**src/rtl/alt_pkg.sv**
```systemverilog
`default_nettype none

package alt_pkg;

  localparam int BYTE_W = 8;
  localparam int CNT_W  = 6;

  localparam logic [BYTE_W-1:0] BYTE_CR     = 8'h0D;
  localparam logic [BYTE_W-1:0] BYTE_LF     = 8'h0A;
  localparam logic [BYTE_W-1:0] BYTE_PROMPT = 8'h3E;

  localparam logic [CNT_W-1:0] LIMIT_RESET = 6'd63;

  typedef enum logic [1:0] {
    TOK_CHAR     = 2'd0,
    TOK_EMPTY    = 2'd1,
    TOK_PROMPT   = 2'd2,
    TOK_OVERFLOW = 2'd3
  } tok_kind_t;

  // source of the byte written into the line store
  typedef enum logic [1:0] {
    WR_IN    = 2'd0,
    WR_CR    = 2'd1,
    WR_SAVED = 2'd2
  } wr_src_t;

  typedef enum logic [1:0] {
    ST_IDLE  = 2'd0,
    ST_CHAR  = 2'd1,
    ST_LINE  = 2'd2,
    ST_TOKEN = 2'd3
  } state_t;

  typedef struct packed {
    logic      mem_wr;
    wr_src_t   wr_src;
    logic      cnt_clr;
    logic      ovf_set;
    logic      ovf_clr;
    logic      crp_ld;
    logic      crp_val;
    logic      byte_ld;
    logic      line_start;
    logic      tok_load;
    tok_kind_t tok_kind;
    logic      chr_load;
  } cmd_t;

  typedef struct packed {
    logic is_cr;
    logic is_lf;
    logic is_prompt;
    logic full;
    logic empty;
    logic ovf;
    logic crp;
    logic out_free;
    logic last;
  } status_t;

endpackage

`default_nettype wire

```
**src/rtl/alt_ctrl.sv**
```systemverilog
`default_nettype none

module alt_ctrl
  import alt_pkg::*;
(
  input  wire logic    clk,
  input  wire logic    rst_n,
  input  wire logic    in_valid,
  output logic         in_ready,
  input  wire status_t st,
  output cmd_t         cmd
);

  state_t    state_r, state_nxt;
  tok_kind_t kind_r, kind_nxt;
  logic      do_emit;
  logic      do_tok;
  tok_kind_t tok_sel;

  always_ff @(posedge clk) begin
    if (!rst_n) begin
      state_r <= ST_IDLE;
      kind_r  <= TOK_EMPTY;
    end else begin
      state_r <= state_nxt;
      kind_r  <= kind_nxt;
    end
  end

  always_comb begin
    cmd       = '0;
    cmd.wr_src   = WR_IN;
    cmd.tok_kind = TOK_EMPTY;
    state_nxt = state_r;
    kind_nxt  = kind_r;
    in_ready  = 1'b0;
    do_emit   = 1'b0;
    do_tok    = 1'b0;
    tok_sel   = TOK_EMPTY;

    unique case (state_r)
      ST_IDLE: begin
        in_ready = rst_n;
        if (in_valid && rst_n) begin
          priority if (st.ovf) begin
            // discard until LF; a CR is only remembered
            cmd.crp_ld  = 1'b1;
            cmd.crp_val = st.is_cr;
            if (st.is_lf) begin
              cmd.ovf_clr = 1'b1;
              do_tok      = 1'b1;
              tok_sel     = TOK_OVERFLOW;
            end
          end else if (st.crp) begin
            cmd.crp_ld = 1'b1;
            if (st.is_lf) begin
              cmd.crp_val = 1'b0;
              do_emit     = 1'b1;
            end else if (st.full) begin
              // held CR does not fit
              cmd.cnt_clr = 1'b1;
              cmd.ovf_set = 1'b1;
              cmd.crp_val = st.is_cr;
            end else begin
              cmd.mem_wr  = 1'b1;
              cmd.wr_src  = WR_CR;
              cmd.crp_val = st.is_cr;
              if (!st.is_cr) begin
                cmd.byte_ld = 1'b1;
                state_nxt   = ST_CHAR;
              end
            end
          end else begin
            priority if (st.is_cr) begin
              cmd.crp_ld  = 1'b1;
              cmd.crp_val = 1'b1;
            end else if (st.is_lf) begin
              do_emit = 1'b1;
            end else if (st.is_prompt && st.empty) begin
              do_tok  = 1'b1;
              tok_sel = TOK_PROMPT;
            end else if (st.full) begin
              cmd.cnt_clr = 1'b1;
              cmd.ovf_set = 1'b1;
            end else begin
              cmd.mem_wr = 1'b1;
              cmd.wr_src = WR_IN;
            end
          end
        end
      end
      ST_CHAR: begin
        // byte that followed a kept CR
        if (st.full) begin
          cmd.cnt_clr = 1'b1;
          cmd.ovf_set = 1'b1;
        end else begin
          cmd.mem_wr = 1'b1;
          cmd.wr_src = WR_SAVED;
        end
        state_nxt = ST_IDLE;
      end
      ST_LINE: begin
        if (st.out_free) begin
          cmd.chr_load = 1'b1;
          if (st.last) begin
            state_nxt = ST_IDLE;
          end
        end
      end
      ST_TOKEN: begin
        if (st.out_free) begin
          cmd.tok_load = 1'b1;
          cmd.tok_kind = kind_r;
          state_nxt    = ST_IDLE;
        end
      end
      default: begin
        state_nxt = ST_IDLE;
      end
    endcase

    if (do_emit) begin
      if (st.empty) begin
        do_tok  = 1'b1;
        tok_sel = TOK_EMPTY;
      end else begin
        cmd.line_start = 1'b1;
        state_nxt      = ST_LINE;
      end
    end

    if (do_tok) begin
      if (st.out_free) begin
        cmd.tok_load = 1'b1;
        cmd.tok_kind = tok_sel;
      end else begin
        kind_nxt  = tok_sel;
        state_nxt = ST_TOKEN;
      end
    end
  end

  a_no_wr_on_start: assert property (@(posedge clk) disable iff (!rst_n)
    !(cmd.mem_wr && cmd.line_start))
    else $error("store write during line start");

  a_line_nonempty: assert property (@(posedge clk) disable iff (!rst_n)
    (state_r != ST_LINE && state_nxt == ST_LINE) |-> !st.empty)
    else $error("replay started on an empty line");

  a_one_load: assert property (@(posedge clk) disable iff (!rst_n)
    !(cmd.tok_load && cmd.chr_load))
    else $error("two output loads in one cycle");

endmodule

`default_nettype wire

```
**src/rtl/alt_dp.sv**
```systemverilog
`default_nettype none

module alt_dp
  import alt_pkg::*;
#(
  parameter int LINE_STORE_DEPTH = 64
) (
  input  wire logic              clk,
  input  wire logic              rst_n,
  input  wire logic              cfg_wr_en,
  input  wire logic [CNT_W-1:0]  cfg_wr_data,
  input  wire logic [BYTE_W-1:0] in_rx_byte,
  input  wire logic              out_ready,
  output logic                   out_valid,
  output logic [1:0]             out_token_kind,
  output logic [BYTE_W-1:0]      out_line_char,
  output logic [CNT_W-1:0]       out_line_length,
  output logic                   out_last_of_run,
  input  wire cmd_t              cmd,
  output status_t                st
);

  localparam int AW = $clog2(LINE_STORE_DEPTH);
  localparam logic [CNT_W-1:0] CAP = CNT_W'(LINE_STORE_DEPTH - 1);

  logic [BYTE_W-1:0] mem [LINE_STORE_DEPTH];

  logic [CNT_W-1:0]  limit_r;
  logic [CNT_W-1:0]  count_r, count_nxt;
  logic              ovf_r, crp_r;
  logic [BYTE_W-1:0] byte_r;
  logic [CNT_W-1:0]  len_r;
  logic [CNT_W-1:0]  rd_idx_r, rd_idx_nxt;
  logic [BYTE_W-1:0] rdata_r;
  logic [BYTE_W-1:0] wdata;
  logic [CNT_W-1:0]  eff_limit;

  logic              oval_r;
  tok_kind_t         okind_r;
  logic [BYTE_W-1:0] ochar_r;
  logic [CNT_W-1:0]  olen_r;
  logic              olast_r;

  assign eff_limit = (limit_r < CAP) ? limit_r : CAP;

  assign st.is_cr     = (in_rx_byte == BYTE_CR);
  assign st.is_lf     = (in_rx_byte == BYTE_LF);
  assign st.is_prompt = (in_rx_byte == BYTE_PROMPT);
  assign st.full      = (count_r >= eff_limit);
  assign st.empty     = (count_r == '0);
  assign st.ovf       = ovf_r;
  assign st.crp       = crp_r;
  assign st.out_free  = !oval_r || out_ready;
  assign st.last      = (rd_idx_r == (len_r - CNT_W'(1)));

  always_comb begin
    unique case (cmd.wr_src)
      WR_IN:    wdata = in_rx_byte;
      WR_CR:    wdata = BYTE_CR;
      WR_SAVED: wdata = byte_r;
      default:  wdata = in_rx_byte;
    endcase
  end

  always_comb begin
    priority if (cmd.line_start || cmd.cnt_clr) begin
      count_nxt = '0;
    end else if (cmd.mem_wr) begin
      count_nxt = count_r + CNT_W'(1);
    end else begin
      count_nxt = count_r;
    end
  end

  always_comb begin
    priority if (cmd.line_start) begin
      rd_idx_nxt = '0;
    end else if (cmd.chr_load) begin
      rd_idx_nxt = rd_idx_r + CNT_W'(1);
    end else begin
      rd_idx_nxt = rd_idx_r;
    end
  end

  always_ff @(posedge clk) begin
    if (cmd.mem_wr) begin
      mem[count_r[AW-1:0]] <= wdata;
    end
    rdata_r <= mem[rd_idx_nxt[AW-1:0]];
  end

  always_ff @(posedge clk) begin
    if (!rst_n) begin
      limit_r  <= LIMIT_RESET;
      count_r  <= '0;
      ovf_r    <= 1'b0;
      crp_r    <= 1'b0;
      rd_idx_r <= '0;
      oval_r   <= 1'b0;
    end else begin
      if (cfg_wr_en) begin
        limit_r <= cfg_wr_data;
      end
      count_r  <= count_nxt;
      rd_idx_r <= rd_idx_nxt;
      if (cmd.ovf_set) begin
        ovf_r <= 1'b1;
      end else if (cmd.ovf_clr) begin
        ovf_r <= 1'b0;
      end
      if (cmd.crp_ld) begin
        crp_r <= cmd.crp_val;
      end
      if (cmd.tok_load || cmd.chr_load) begin
        oval_r <= 1'b1;
      end else if (out_ready) begin
        oval_r <= 1'b0;
      end
    end
  end

  always_ff @(posedge clk) begin
    if (cmd.byte_ld) begin
      byte_r <= in_rx_byte;
    end
    if (cmd.line_start) begin
      len_r <= count_r;
    end
    if (cmd.tok_load) begin
      okind_r <= cmd.tok_kind;
      ochar_r <= '0;
      olen_r  <= '0;
      olast_r <= 1'b1;
    end else if (cmd.chr_load) begin
      okind_r <= TOK_CHAR;
      ochar_r <= rdata_r;
      olen_r  <= len_r;
      olast_r <= st.last;
    end
  end

  assign out_valid       = oval_r;
  assign out_token_kind  = okind_r;
  assign out_line_char   = ochar_r;
  assign out_line_length = olen_r;
  assign out_last_of_run = olast_r;

  a_count_bound: assert property (@(posedge clk) disable iff (!rst_n)
    count_r <= CAP)
    else $error("line count beyond store");

  a_wr_legal: assert property (@(posedge clk) disable iff (!rst_n)
    cmd.mem_wr |-> (!ovf_r && count_r < eff_limit))
    else $error("store write while full or discarding");

endmodule

`default_nettype wire

```
**src/rtl/at_line_tokenizer_top.sv**
```systemverilog
// AT line tokenizer.
// Input channel (in_valid/in_ready, in_rx_byte): one received byte per transfer.
// Output channel (out_valid/out_ready): one token per transfer with kind, char,
//   line length and a last-of-run flag.
// cfg_wr_en/cfg_wr_data write line_limit (reset 63), which takes effect in the cycle after the write; write only
//   while the block is idle.
// Bytes are stored in a line buffer as they arrive. On LF (or CR LF) the line is
//   replayed from the buffer one character per cycle while out_ready allows; the
//   first character is read into rdata_r at line start, then loaded into the
//   output register. A data byte that follows a kept CR needs two buffer writes
//   through the single write port: the held CR, then the saved byte. Single
//   tokens (empty line, prompt, overflow) are loaded into the output register.
// in_ready is high only out of reset and while no line replay, buffered write or
//   waiting token is in progress.
// A byte may be taken while a finished token waits at the output; a new token
//   then waits in the controller until the output register frees.
// A stall on out_ready holds the output register and pauses the replay.
// Reset (rst_n low, synchronous) empties the line, leaves discard mode, drops a
//   held CR and clears the output; no buffer clearing is needed.
`default_nettype none

module at_line_tokenizer_top
  import alt_pkg::*;
#(
  parameter int LINE_STORE_DEPTH = 64
) (
  input  wire logic              clk,
  input  wire logic              rst_n,
  input  wire logic              cfg_wr_en,
  input  wire logic [CNT_W-1:0]  cfg_wr_data,
  input  wire logic              in_valid,
  output logic                   in_ready,
  input  wire logic [BYTE_W-1:0] in_rx_byte,
  output logic                   out_valid,
  input  wire logic              out_ready,
  output logic [1:0]             out_token_kind,
  output logic [BYTE_W-1:0]      out_line_char,
  output logic [CNT_W-1:0]       out_line_length,
  output logic                   out_last_of_run
);

  cmd_t    cmd;
  status_t st;

  // sequencing: per-byte decisions, replay pacing, pending token
  alt_ctrl u_ctrl (
    .clk      (clk),
    .rst_n    (rst_n),
    .in_valid (in_valid),
    .in_ready (in_ready),
    .st       (st),
    .cmd      (cmd)
  );

  // line buffer, counters, flags and output register
  alt_dp #(
    .LINE_STORE_DEPTH (LINE_STORE_DEPTH)
  ) u_dp (
    .clk             (clk),
    .rst_n           (rst_n),
    .cfg_wr_en       (cfg_wr_en),
    .cfg_wr_data     (cfg_wr_data),
    .in_rx_byte      (in_rx_byte),
    .out_ready       (out_ready),
    .out_valid       (out_valid),
    .out_token_kind  (out_token_kind),
    .out_line_char   (out_line_char),
    .out_line_length (out_line_length),
    .out_last_of_run (out_last_of_run),
    .cmd             (cmd),
    .st              (st)
  );

endmodule

`default_nettype wire
```
**config.mk**
```make
export PLATFORM = sky130hd
export DESIGN_NAME = at_line_tokenizer_top
export DESIGN_NICKNAME = d
export VERILOG_FILES = /design/src/rtl/alt_pkg.sv /design/src/rtl/alt_ctrl.sv /design/src/rtl/alt_dp.sv /design/src/rtl/at_line_tokenizer_top.sv
export SDC_FILE = /design/constraint.sdc
export NUM_CORES = 1
export LEC_CHECK = 0
export BUFFER_PORTS_ARGS = -buffer_cell sky130_fd_sc_hd__buf_2
export CAP_MARGIN = 30
export CELL_PAD_IN_SITES_DETAIL_PLACEMENT = 1
export CELL_PAD_IN_SITES_GLOBAL_PLACEMENT = 1
export CORE_ASPECT_RATIO = 0.8
export CORE_MARGIN = 1.5
export CORE_UTILIZATION = 44
export CTS_BUF_LIST = sky130_fd_sc_hd__clkbuf_4 sky130_fd_sc_hd__clkbuf_8
export DETAILED_ROUTE_END_ITERATION = 16
export GPL_ROUTABILITY_DRIVEN = 1
export GPL_TIMING_DRIVEN = 0
export PLACE_DENSITY = 0.72
export RECOVER_POWER = 25
export SYNTH_ARGS = -nofsm -noshare
export SYNTH_HDL_FRONTEND = slang
export SYNTH_HIERARCHICAL = 1
export SYNTH_SLANG_ARGS = --single-unit
```
**constraint.sdc**
```tcl
create_clock -name clk -period 6.55 [get_ports clk]
set_clock_uncertainty 0.05 [all_clocks]
set_input_delay 1.31 -clock clk [delete_from_list [all_inputs] [get_ports clk]]
set_output_delay 1.31 -clock clk [all_outputs]
set_load 0.02 [all_outputs]
```
# Word-level counts from Yosys, hierarchy flattened
# Memory sizes are Yosys's and may differ from the RTL's. A register that Yosys moved wholly into a read port is not among the register bits.
# Index checks and enable logic that the tools add are counted.
# totals
reg_bits,56
output_inout_bits,19
in_bits,19
memories,1
mem_bits_rw,512
# memory_table
name,depth,word_bits,rd,rd_ports_with_merged_regs,write_ports,line,text
u_dp.mem,64,8,1,1,1,alt_dp.sv:26,logic [BYTE_W-1:0] mem [LINE_STORE_DEPTH];
# classes
n_addsub,3
mux,83
eq_ne,9
n_reduce_logical,13
magnitude_cmp,2
bitwise_logic,2
# ops
cell,count
2-bit 2-to-1 mux,29
1-bit 2-to-1 mux,33
5-bit 2-to-1 mux,6
3-bit 2-to-1 mux,7
6-bit 2-to-1 mux,3
8-bit by 4-bit equality test with 1-bit output (second input constant),2
8-bit case mux with 2 select lines,1
6-bit by 1-bit adder with 6-bit output (second input constant),2
5-bit case mux with 2 select lines,1
9-bit 2-to-1 mux,1
8-bit by 6-bit equality test with 1-bit output (second input constant),1
2-bit case mux with 4 select lines,1
2-bit equality test (second input constant),3
6-bit equality test,1
6-bit >= comparator,1
6-bit logical NOT,1
6-bit < comparator (second input constant),1
2-bit nonzero test,3
6-bit by 1-bit subtractor with 6-bit output (second input constant),1
2-bit by 1-bit equality test with 1-bit output (second input constant),2
4-bit 2-to-1 mux,1
1-bit logical OR,3
1-bit logical AND,2
2-bit logical NOT,1
other kinds (4),5

# Depth between registers and ports, before layout
# depth
depth_word,15
mapped_depth,17
depth_no_buf,15

# Hierarchy
# Netlist, hierarchy kept.
# modules_own_cells
module,cells_each,seq_area_each_um2,area_each_um2,instances
alt_dp,1676,16736.1,23114.7,1
alt_ctrl,64,80.1,461.7,1

# Least setup slack after synthesis
# OpenSTA, ideal clock, no wires.
# synth_path
kind,register -> register
startpoint,reg u_dp.count_r[0]
endpoint,mem u_dp.mem[0][6] (data pin)
t_arrival_ps,5509
stages_incl_launch_ff,17
required_time_ps,5798
setup_slack_ps,290
path_cell_list,dfxtp_1 -> clkbuf_1 -> inv_1 -> ha_1 -> nand2b_1 -> a21o_1 -> a21o_1 -> a21oi_1 -> nor2b_1 -> o21ai_0 -> nand2b_1 -> or2b_1 -> nor4_2 -> inv_1 -> ha_1 -> clkbuf_1 -> o21ai_0
# synth_lines
item,line,text
from (decl),alt_dp.sv:29,"logic [CNT_W-1:0] count_r, count_nxt;"
from (signal assigned),alt_dp.sv:104,count_r <= count_nxt;
to (decl),alt_dp.sv:26,

==> impl_metrics.toml <==
[routing]
top_layer_used = "met5"
wl_per_cell_um = 27.3
vias = 15843
drt_first_pass_iters = 11
final_antenna_net_count = 0
wl_met3_um = 6820
dr_wl_met2_um = 32700
drt-met1-wl_um = 30700
routed_via_density = 5.96
drt-initial-drc-count = 1764
routed_wl_um = 72600
drc = 1

[global_route]
grt_overflow = 0
grt_usage_pct = 26.8
grt_max_degree = 35
grt_pass1_vias = 16384
grt_pass1_wl_um = 107000
antenna_found_initial = 1

[logic_synthesis]
synth_nets = 1771
synth-edff-count = 528
synth_compound_area_share_pct = 7.23
synth_fa_ha_area_share_pct = 0.637
async_flop_share_pct = 0
ys_warn_count = 6
syn_avg_cell_area_um2 = 13.5
synth-seq-cells = 576
synth_common_cells = "edfxtp_1 (528), nand2_1 (281), nor2_1 (123)"
ys_types = 71
synthSimpleGateAreaFrac_pct = 14.1
yosysSeqAreaShare_pct = 71.3
synth_top_cell_by_area = "edfxtp_1"
synth_top_family_by_area = "simple AND/OR/NAND/NOR gates"
synth-xor-area-share_pct = 0.701
synth.mux.area_fraction_pct = 3.44
synth_most_common_cell = "edfxtp_1"
netlist_instances = 1740
yosysTopAreaCellShare_pct = 67.3
yosys-top-cells-area = "edfxtp_1 (67%), nand2_1 (4.5%), dfxtp_1 (4.1%)"
synth-main-ff-cell = "edfxtp_1"
netlist_area_um2 = 23600

[placement]
placedCellCount = 2495
post-place-ws_ns = -0.676
placement.io_buffers = 37
gp_congestion = 0.954
hpwl_um = 50600

[sta]
whs_ns = 0.423
hold_viol = 0
fin_crit_ns = 6.33
worst_pin_slew_ns = 1.12
drv_slew = 0
fin_crit_sh_pct = 96.6
rsz0062_at_grt = "no"
finalSetupViolations = 0
fmax_ghz = 0.158
post-route-worst-setup-slack_ns = 0.222
slew_headroom_pct = 23.4

[finish]
final_core_util_pct = 51.1
final_nets = 1927
drive_gt1_share_pct = 13.2
final_cells = 2656
syn_to_final_growth_pct = 14.2
antenna_cells = 0
fillers = 5378

[floorplan]
rows = 75
die_x_um = 262
die_height_um = 210
core-area_um2 = 52600
die-area_um2 = 55000
start_util_pct = 44.8
pin_count = 38

[worst_setup_path]
critPathSlowestCell = "or4_1"
required_ns = 7.05
crit_path_max_fanout = 10
startpoint_type = "input port"
crit_path_cell_trace = "clkbuf_1 -> or4_1 -> nor3_1 -> buf_6 -> nand2_1 -> nor4_1 -> buf_2 -> buf_2 -> clkbuf_2 -> a21oi_1 -> buf_4 -> nor2_1 -> clkbuf_1 -> nand3_1 -> nand4_1 -> o21ai_0 -> a221o_1"
cpPeakStageDelay_ns = 0.58
arrival_ns = 6.82
r2r_slack_ns = 0.29
crit_type = "in -> reg"
cp-end-kind = "flip-flop"

[clocking]
clock_latency_ns = 0.68
path_clk_slew_ns = 0.06
root_buffer = "clkbuf_8"
cts_buffers = 92
cts_tree = "done"
cts_setup_buffers = 0
cts_hold_buf = 0
clock_sinks = 576
cts_max_path_buffers = 3
h-tree-depth = 3

[pwr]
p_comb_share_pct = 2.3
power_frac_seq_pct = 55.1
intPower_w = 0.00574
p_switching_w = 0.00156
power.leakage_nw = 9.17
p_per_area_nw_per_um2 = 271
sw_frac_of_total_pct = 21.4
max-vdd-ir-drop_mv = 0.173
clkPwrFrac_pct = 42.6

[run_status]
status = "finished with violations"
violations = "DRC"

[min_path]
hold_path_class = "reg -> reg"

[job]
drv_cap = 0
## path summary, 6_finish.rpt
| path | start | end | cells past startpoint |
|---|---|---|---|
| worst max-delay path | in_rx_byte[6] | u_dp/rdata_r[1] | 17 |
| worst min-delay path | u_dp/rdata_r[1] | u_dp/out_line_char[1] | 2 |
| worst max register to register | u_dp/count_r[3] | u_dp/rdata_r[1] | 16 |
| worst min register to register | u_dp/rdata_r[1] | u_dp/out_line_char[1] | 2 |
## worst max-delay path: cells and delay by family
kind	cells	cell delay [ns]
and+or+nand+nor	7	2.51
buffers and inverters	7	2.08
AOI/OAI and AO/OA	3	0.91
## metrics by stage
stage / cell area [um^2] / power, W / TNS (ns)
6_report: 26900 / 0.00730 / 0
5_1_grt: 26900 / 0.00751 / 0
4_1_cts: 27000 / 0.00736 / 0
3_5_place_dp: 25200 / 0.00427 / -4.60
3_3_place_gp: 24600 / 0.00426 / -2338.21
2_1_floorplan: 23600 / 0.00417 / 0
## logic make-up after synthesis
kind of cell	Yosys count
multiplexers	66
adder cells (fa/ha/maj)	12
AND/OR/NAND/NOR	709
flip-flops	576
buffers and inverters	131
AO/OA/AOI/OAI	228
XOR/XNOR	18
## placed cells by master (no fill, tap or decap), types with 12 or more instances in the layout
cell | Yosys | routed
clkbuf_1 | 71 | 105
nand4_1 | 36 | 36
nand2_1 | 281 | 281
clkbuf_8 | 0 | 99
edfxtp_1 | 528 | 528
inv_1 | 17 | 17
mux2i_1 | 44 | 44
o21a_1 | 12 | 12
dfxtp_1 | 48 | 48
nor3_1 | 12 | 12
buf_2 | 24 | 34
clkbuf_4 | 0 | 35
a21oi_1 | 18 | 18
o21ai_0 | 40 | 31
nand3_1 | 121 | 121
and3_1 | 72 | 72
nor2_1 | 123 | 124
ha_1 | 12 | 12
a211oi_1 | 66 | 66
a32oi_1 | 25 | 25
clkinv_1 | 0 | 14
## power groups by stage
stage | sequential, W | clock [W] | combinational, W
after CTS | 0.00403 | 0.00317 | 0.000169
after detailed placement | 0.00410 | 0 | 0.000168
after global routing | 0.00402 | 0.00331 | 0.000176
after floorplan | 0.00411 | 0 | 0.0000619
final | 0.00403 | 0.00311 | 0.000168
after global placement | 0.00413 | 0 | 0.000131
## per-layer routing
metal	up-vias	global-route usage [%]
met1	8124	36.5
met5	-	0.896
met3	147	8.32
met4	4	9.16
met2	655	40.7
li1	6913	-
## area by class of cell
cell class,instances,area [um^2],share of cell area (%)
Inverter,17,63.8,0.237
Tap cell,693,867,3.22
Sequential cell,576,16800,62.5
Clock buffer,134,1630,6.04
Multi-Input combinational cell,1033,6250,23.2
Timing Repair Buffer,62,573,2.13
Clock inverter,27,206,0.767
Buffer,114,522,1.94
## state kept, by name, summed over array words and instances (netlist names), 2 cells and up
signal	cells
u_dp/mem	512
u_dp/byte_r	8
u_dp/out_line_char	8
u_dp/rdata_r	8
u_dp/count_r	6
u_dp/len_r	6
u_dp/limit_r	6
u_dp/out_line_length	6
u_dp/rd_idx_r	6
u_ctrl/kind_r	2
u_ctrl/state_r	2
u_dp/out_token_kind	2
## repair_timing
action	CTS	global route
resized for setup	1	3
endpoints found under the setup margin	2	8
gates cloned	0	0
Power figures use the tool's default switching activity.
